`src/rtl/core/nbg_pkg.sv`:
```
// shared types, constants and helper functions for the n-body gravity stepper
// no dependencies; imported by every module of the block but nbg_check
package nbg_pkg;

	// default sizing, handed down from the top level
	localparam int MAX_BODIES_DEF = 16;
	localparam int FRAC_BITS_DEF  = 24;

	// configuration register indexes and reset values
	localparam int CFG_IDX_W = 2;
	localparam logic [CFG_IDX_W-1:0] REG_GRAV  = 2'd0;
	localparam logic [CFG_IDX_W-1:0] REG_DT    = 2'd1;
	localparam logic [CFG_IDX_W-1:0] REG_COUNT = 2'd2;
	localparam logic [31:0] GRAV_RESET  = 32'd4371;
	localparam logic [31:0] DT_RESET    = 32'd11767536;
	localparam logic [4:0]  COUNT_RESET = 5'd2;

	// one stored body
	typedef struct packed {
		logic [31:0]        mass;
		logic signed [31:0] px;
		logic signed [31:0] py;
		logic signed [31:0] vx;
		logic signed [31:0] vy;
	} body_t;

	// datapath operations issued by the controller
	typedef enum logic [4:0] {
		OP_NOP,
		OP_LOAD,
		OP_READ,
		OP_TAKE_I,
		OP_DIFF,
		OP_SQ_X,
		OP_SQ_Y,
		OP_SQ_SUM,
		OP_ROOT_GO,
		OP_ROOT_TAKE,
		OP_MUL_GM,
		OP_MUL_KLO,
		OP_MUL_KHI,
		OP_K_SUM,
		OP_DIV_F_GO,
		OP_F_TAKE,
		OP_MUL_FX,
		OP_DIV_X_GO,
		OP_ACC_X,
		OP_MUL_FY,
		OP_DIV_Y_GO,
		OP_ACC_Y,
		OP_VEL,
		OP_MUL_DX,
		OP_DRIFT_X,
		OP_MUL_DY,
		OP_DRIFT_Y,
		OP_WRITE
	} dp_op_t;

	typedef struct packed {
		dp_op_t op;
		logic   last;
	} dp_cmd_t;

	typedef struct packed {
		logic       sq_zero;
		logic       root_done;
		logic       div_done;
		logic       out_free;
		logic [4:0] body_count;
	} dp_status_t;

	// clamp a wide signed value to the signed 32-bit range
	function automatic logic signed [31:0] sat32(input logic signed [63:0] v);
		if (v > 64'sd2147483647)
			return 32'sh7FFF_FFFF;
		else if (v < -64'sd2147483648)
			return 32'sh8000_0000;
		else
			return v[31:0];
	endfunction

	// magnitude of a signed 32-bit value as unsigned
	function automatic logic [31:0] abs32(input logic signed [31:0] v);
		return v[31] ? 32'(-v) : v;
	endfunction

endpackage

```
`src/rtl/core/nbg_ctrl.sv`:
```
// controller: sequences loads and time steps over body and pair loops
// drives the datapath by command, watches its status; uses nbg_pkg
module nbg_ctrl #(
	parameter int MAX_BODIES = nbg_pkg::MAX_BODIES_DEF,
	parameter int IW         = $clog2(MAX_BODIES)
) (
	input  logic                clk,
	input  logic                arst_n,
	input  logic                in_valid,
	input  logic                in_action,
	output logic                in_ready,
	input  nbg_pkg::dp_status_t status,
	output nbg_pkg::dp_cmd_t    cmd,
	output logic [IW-1:0]       addr
);
	import nbg_pkg::*;

	typedef enum logic [28:0] {
		S_IDLE       = 29'h0000001,
		S_RD_I       = 29'h0000002,
		S_TAKE_I     = 29'h0000004,
		S_PAIR       = 29'h0000008,
		S_DIFF       = 29'h0000010,
		S_SQ_X       = 29'h0000020,
		S_SQ_Y       = 29'h0000040,
		S_SQ_SUM     = 29'h0000080,
		S_SQ_CHK     = 29'h0000100,
		S_ROOT_WAIT  = 29'h0000200,
		S_MUL_GM     = 29'h0000400,
		S_MUL_KLO    = 29'h0000800,
		S_MUL_KHI    = 29'h0001000,
		S_K_SUM      = 29'h0002000,
		S_DIV_F_GO   = 29'h0004000,
		S_DIV_F_WAIT = 29'h0008000,
		S_MUL_FX     = 29'h0010000,
		S_DIV_X_GO   = 29'h0020000,
		S_DIV_X_WAIT = 29'h0040000,
		S_MUL_FY     = 29'h0080000,
		S_DIV_Y_GO   = 29'h0100000,
		S_DIV_Y_WAIT = 29'h0200000,
		S_JNEXT      = 29'h0400000,
		S_VEL        = 29'h0800000,
		S_MUL_DX     = 29'h1000000,
		S_DRIFT_X    = 29'h2000000,
		S_MUL_DY     = 29'h4000000,
		S_DRIFT_Y    = 29'h8000000,
		S_WRITE      = 29'h10000000
	} state_t;

	state_t        state_q, state_n;
	logic [IW-1:0] i_q, j_q, last_q;
	logic [IW-1:0] last_n;
	logic          accept;

	assign in_ready = (state_q == S_IDLE);
	assign accept   = in_valid && in_ready;

	// index of the final active body from the count register
	always_comb begin
		if (status.body_count == 5'd0)
			last_n = '0;
		else if (int'(status.body_count) > MAX_BODIES)
			last_n = IW'(MAX_BODIES - 1);
		else
			last_n = IW'(status.body_count - 5'd1);
	end

	// next state and command
	always_comb begin
		state_n  = state_q;
		cmd.op   = OP_NOP;
		cmd.last = (i_q == last_q);
		addr     = i_q;
		case (state_q)
			S_IDLE: begin
				if (accept && in_action)
					state_n = S_RD_I;
				else if (accept)
					cmd.op = OP_LOAD;
			end
			S_RD_I: begin
				cmd.op  = OP_READ;
				state_n = S_TAKE_I;
			end
			S_TAKE_I: begin
				cmd.op  = OP_TAKE_I;
				state_n = S_PAIR;
			end
			S_PAIR: begin
				if (j_q == i_q) begin
					state_n = S_JNEXT;
				end else begin
					cmd.op  = OP_READ;
					addr    = j_q;
					state_n = S_DIFF;
				end
			end
			S_DIFF: begin
				cmd.op  = OP_DIFF;
				state_n = S_SQ_X;
			end
			S_SQ_X: begin
				cmd.op  = OP_SQ_X;
				state_n = S_SQ_Y;
			end
			S_SQ_Y: begin
				cmd.op  = OP_SQ_Y;
				state_n = S_SQ_SUM;
			end
			S_SQ_SUM: begin
				cmd.op  = OP_SQ_SUM;
				state_n = S_SQ_CHK;
			end
			S_SQ_CHK: begin
				// coincident pair pulls nothing
				if (status.sq_zero) begin
					state_n = S_JNEXT;
				end else begin
					cmd.op  = OP_ROOT_GO;
					state_n = S_ROOT_WAIT;
				end
			end
			S_ROOT_WAIT: begin
				if (status.root_done) begin
					cmd.op  = OP_ROOT_TAKE;
					state_n = S_MUL_GM;
				end
			end
			S_MUL_GM: begin
				cmd.op  = OP_MUL_GM;
				state_n = S_MUL_KLO;
			end
			S_MUL_KLO: begin
				cmd.op  = OP_MUL_KLO;
				state_n = S_MUL_KHI;
			end
			S_MUL_KHI: begin
				cmd.op  = OP_MUL_KHI;
				state_n = S_K_SUM;
			end
			S_K_SUM: begin
				cmd.op  = OP_K_SUM;
				state_n = S_DIV_F_GO;
			end
			S_DIV_F_GO: begin
				cmd.op  = OP_DIV_F_GO;
				state_n = S_DIV_F_WAIT;
			end
			S_DIV_F_WAIT: begin
				if (status.div_done) begin
					cmd.op  = OP_F_TAKE;
					state_n = S_MUL_FX;
				end
			end
			S_MUL_FX: begin
				cmd.op  = OP_MUL_FX;
				state_n = S_DIV_X_GO;
			end
			S_DIV_X_GO: begin
				cmd.op  = OP_DIV_X_GO;
				state_n = S_DIV_X_WAIT;
			end
			S_DIV_X_WAIT: begin
				if (status.div_done) begin
					cmd.op  = OP_ACC_X;
					state_n = S_MUL_FY;
				end
			end
			S_MUL_FY: begin
				cmd.op  = OP_MUL_FY;
				state_n = S_DIV_Y_GO;
			end
			S_DIV_Y_GO: begin
				cmd.op  = OP_DIV_Y_GO;
				state_n = S_DIV_Y_WAIT;
			end
			S_DIV_Y_WAIT: begin
				if (status.div_done) begin
					cmd.op  = OP_ACC_Y;
					state_n = S_JNEXT;
				end
			end
			S_JNEXT: begin
				state_n = (j_q == last_q) ? S_VEL : S_PAIR;
			end
			S_VEL: begin
				cmd.op  = OP_VEL;
				state_n = S_MUL_DX;
			end
			S_MUL_DX: begin
				cmd.op  = OP_MUL_DX;
				state_n = S_DRIFT_X;
			end
			S_DRIFT_X: begin
				cmd.op  = OP_DRIFT_X;
				state_n = S_MUL_DY;
			end
			S_MUL_DY: begin
				cmd.op  = OP_MUL_DY;
				state_n = S_DRIFT_Y;
			end
			S_DRIFT_Y: begin
				cmd.op  = OP_DRIFT_Y;
				state_n = S_WRITE;
			end
			S_WRITE: begin
				// wait for room in the result register
				if (status.out_free) begin
					cmd.op  = OP_WRITE;
					state_n = (i_q == last_q) ? S_IDLE : S_RD_I;
				end
			end
			default: state_n = S_IDLE;
		endcase
	end

	// state and loop counters
	always_ff @(posedge clk or negedge arst_n) begin
		if (!arst_n) begin
			state_q <= S_IDLE;
			i_q     <= '0;
			j_q     <= '0;
			last_q  <= '0;
		end else begin
			state_q <= state_n;
			if (state_q == S_IDLE && accept && in_action) begin
				i_q    <= '0;
				last_q <= last_n;
			end
			if (state_q == S_TAKE_I)
				j_q <= '0;
			if (state_q == S_JNEXT && j_q != last_q)
				j_q <= j_q + 1'b1;
			if (state_q == S_WRITE && status.out_free && i_q != last_q)
				i_q <= i_q + 1'b1;
		end
	end

endmodule

```
`config.mk`:
```
export PLATFORM = sky130hd
export DESIGN_NAME = nbg_ctrl
export DESIGN_NICKNAME = d
export VERILOG_FILES = /design/src/rtl/core/nbg_pkg.sv /design/src/rtl/core/nbg_ctrl.sv
export SDC_FILE = /design/constraint.sdc
export NUM_CORES = 1
export LEC_CHECK = 0
export BUFFER_PORTS_ARGS = -buffer_cell sky130_fd_sc_hd__buf_2
export CAP_MARGIN = 10
export CORE_ASPECT_RATIO = 1.5
export CORE_MARGIN = 5
export CORE_UTILIZATION = 35
export CTS_CLUSTER_SIZE = 16
export DETAILED_ROUTE_END_ITERATION = 10
export PLACE_DENSITY_LB_ADDON = 0.25
export SLEW_MARGIN = 20
export SYNTH_ARGS = -nofsm -noshare
export SYNTH_HDL_FRONTEND = slang
export SYNTH_SLANG_ARGS = --single-unit
```
`constraint.sdc`:
```
create_clock -name clk -period 3 [get_ports clk]
set_clock_uncertainty 0.15 [all_clocks]
set_input_delay 0.15 -clock clk [delete_from_list [all_inputs] [get_ports clk]]
set_output_delay 0.15 -clock clk [all_outputs]
set_load 0.02 [all_outputs]
```
==> out/metrics.csv <==
stage,metric,value,unit
run_status,status,completed,
timing,Slew HR,63.1,%
logic_synthesis,Unique masters post-synth,55,
global_routing,vias in the first global route,2569,
floorplanning,die area,9660,µm²
timing,Setup-failing EPs final,0,
power,combinational share of power,29.8,%
logic_synthesis,fraction of registers with async set/reset,100,%
logic_synthesis,"Warnings, synthesis",0,
power,Sw Share,32.7,%
logic_synthesis,syn_nets,307,
timing,final setup TNS,0,ns
clock_network,"Clk Latency, worst-skew pair",0.29,ns
worst_hold_path,Worst Hold Class,in -> reg,
clock_network,clk sink count,41,
floorplanning,row count,39,
place,placed cell areas,3100,µm²
global_routing,gr ovfl total,0,
place,detailed placement HPWL,6240,µm
detailed_routing,WL per Instance,17.9,µm
cells_and_area,area grow syn2layout,24.4,%
global_routing,initial antenna violation count,0,
cells_and_area,fillers,773,
logic_synthesis,sequential-to-total area share from yosys stat,37.8,%
logic_synthesis,Post-Synthesis Cells,291,
global_routing,Global Route Usage Sum,17.4,%
clock_network,H-tree Lvls,2,
logic_synthesis,average cell area after synthesis,9.33,µm²
detailed_routing,routed vias,2544,
detailed_routing,final wirelength,8000,µm
detailed_routing,vias per inst,5.69,
critical_path,Worst setup EP type,output pin,
power,sequential power share,37.5,%
timing,post-route minimum period,2.90,ns
power,internal power,1.19,mW
worst_hold_path,Hold Startpoint,status[7],
logic_synthesis,number of synthesized flops with an enable pin,0,
place,Port Buf Inserts,23,
floorplanning,initial core utilization,35.7,%
power,P_sw,0.576,mW
detailed_routing,DR pass1 iterations,4,
timing,Final Slew Violations,0,
cells_and_area,most frequent cells in the layout,"39 x dfrtp_1, 26 x buf_4, 23 x buf_2",
timing,f_max,345,MHz
timing,worst slew pin tran,0.548,ns
clock_network,Worst-path clk slew,0.06,ns
clock_network,CTS tree,done,
global_routing,largest net degree at the start of global routing,42,
timing,unrepaired setup endpoints after global routing,no,
global_routing,first-pass GRT wire length,12700,µm
detailed_routing,Routed Antenna Nets,0,
power,PwrDens,522,nW/µm²
clock_network,Max Root-Sink Buffers,2,
job,number of max-cap violations,0,
clock_network,clock root buffer master,clkbuf_16,
critical_path,reg2reg end,state_q[0]$_DFFE_PN1P_,
logic_synthesis,Main synth FF type,dfrtp_1,
cells_and_area,cell area after layout,3380,µm²
critical_path,crit path max fanout,6,
detailed_routing,DRC,0,
critical_path,WS Path Type,reg -> out,
cells_and_area,nets,360,
critical_path,Worst Path Required,2.70,ns
place,GPL Wtd Cong,0.912,
power,VDD IR-drop max,0.000290,V
floorplanning,io pins,24,
logic_synthesis,Yosys reg bits,41,
detailed_routing,Initial DRC Count,237,
floorplanning,Die X-Extent,81.9,µm
timing,Final Hold Viols,0,
critical_path,worst reg2reg path depth,8,
critical_path,reg2reg setup slack,0.33,ns
power,Leak Pwr,1.61,nW
cells_and_area,"most common cell after layout, fill and taps aside",dfrtp_1,
floorplanning,core area,7610,µm²
cells_and_area,layout cell share with drive strength beyond 1,26.7,%
clock_network,total CTS buffers,5,
worst_hold_path,Worst Hold Endpoint,state_q[10]$_DFFE_PN0P_,
cells_and_area,# diodes,0,
floorplanning,Die Y,118,µm
power,clock share of power,32.7,%
logic_synthesis,Mapped Area,2720,µm²
critical_path,worst reg2reg startpoint,state_q[8]$_DFFE_PN0P_,
worst_hold_path,worst hold path depth,2,
critical_path,CP arrival,2.60,ns
timing,period utilization,96.7,%
critical_path,crit start category,register,
## layer usage
layer | track usage (%) | share of wire (%)
met3 | 2.99 | 5.3
met4 | 9.88 | 4.8
met1 | 20.8 | 38
met2 | 28.5 | 52
met5 | 0 | 0
## synthesized netlist by cell type, drive strengths merged, types with 8 or more instances
library cell	instances	area, µm²
nor2	20	75.1
nand3	18	95.1
nor4b	8	70.1
nand2	25	106
nor3	17	85.1
nand4	13	87.6
nor4	22	249
o21ai	16	80.1
xor2	14	123
dfrtp	40	1000
nor2b	9	56.3
inv	12	45.0
## state kept, by name, indices dropped and copies added (netlist names)
name     cells
j_q          4
state_q     29
i_q          4
last_q       4
## power by group through the flow
stage | sequential [mW] | combinational (mW) | clock [mW]
global route | 0.668 | 0.577 | 0.608
CTS | 0.660 | 0.497 | 0.587
detailed placement | 0.670 | 0.490 | 0
finish | 0.661 | 0.525 | 0.577
global placement | 0.668 | 0.488 | 0
floorplan | 0.652 | 0.327 | 0
## logic make-up (layout without fill, tap and decap cells)
kind of cell,Yosys count,after routing,share of synthesized area [%]
mux,6,6,2.76
xor+xnor,19,19,6.13
fa+ha+maj,4,4,1.75
simple gates,160,160,38.7
buf+inv,18,72,2.63
compound gates,43,43,10.2
flops,41,41,37.8
## stage by stage
step,instances,hold WS (ns),setup WS (ns),utilization (%),total power [mW]
after floorplan,291,-0.296,0.351,-,0.979
after global placement,432,0.198,0.242,40.7,1.16
after detailed placement,432,0.208,0.196,40.7,1.16
after CTS,445,0.0285,0.00900,43.4,1.74
after global routing,447,0.0377,0.0160,44.4,1.85
final,447,0.0392,0.0981,44.4,1.76
## worst max-delay path: stages, from the launching register on
cell      delay (ns)
dfrtp_1         0.45
or4_4           0.62
or4_1           0.48
nor3_1          0.20
nor4_1          0.12
nor3b_1         0.17
nand4b_1        0.11
buf_2           0.17
## repair_timing
| action | 4_1_cts | 5_1_grt |
|---|---|---|
| endpoints found under the setup margin | 3 | 5 |
| pin swaps | 3 | 3 |
| buffers inserted | 3 | 1 |
| hold endpoints to repair | 41 | 0 |
| gates resized for setup | 1 | 9 |
| hold buffers | 2 | 0 |
## area by class of cell
class | instances | area (µm²) | share of cell area (%)
flip-flops and latches | 41 | 1030 | 30.4
multi-input cells | 232 | 1660 | 49.2
well taps | 102 | 128 | 3.78
repair buffers | 52 | 358 | 10.6
inverters | 12 | 45.0 | 1.33
clock buffers | 7 | 153 | 4.52
clock inverters | 1 | 5.00 | 0.148
## how the worst max path moves through the flow
stage,cells past startpoint,start,end
floorplan,6,state_q[20]$_DFFE_PN0P_,i_q[2]$_DFFE_PN0P_
global placement,8,state_q[20]$_DFFE_PN0P_,state_q[0]$_DFFE_PN1P_
detailed placement,8,state_q[20]$_DFFE_PN0P_,state_q[0]$_DFFE_PN1P_
CTS,8,state_q[25]$_DFFE_PN0P_,cmd[1]
global route,7,state_q[3]$_DFFE_PN0P_,cmd[1]
finish,7,state_q[12]$_DFFE_PN0P_,cmd[2]
Power figures use the tool's default switching activity.
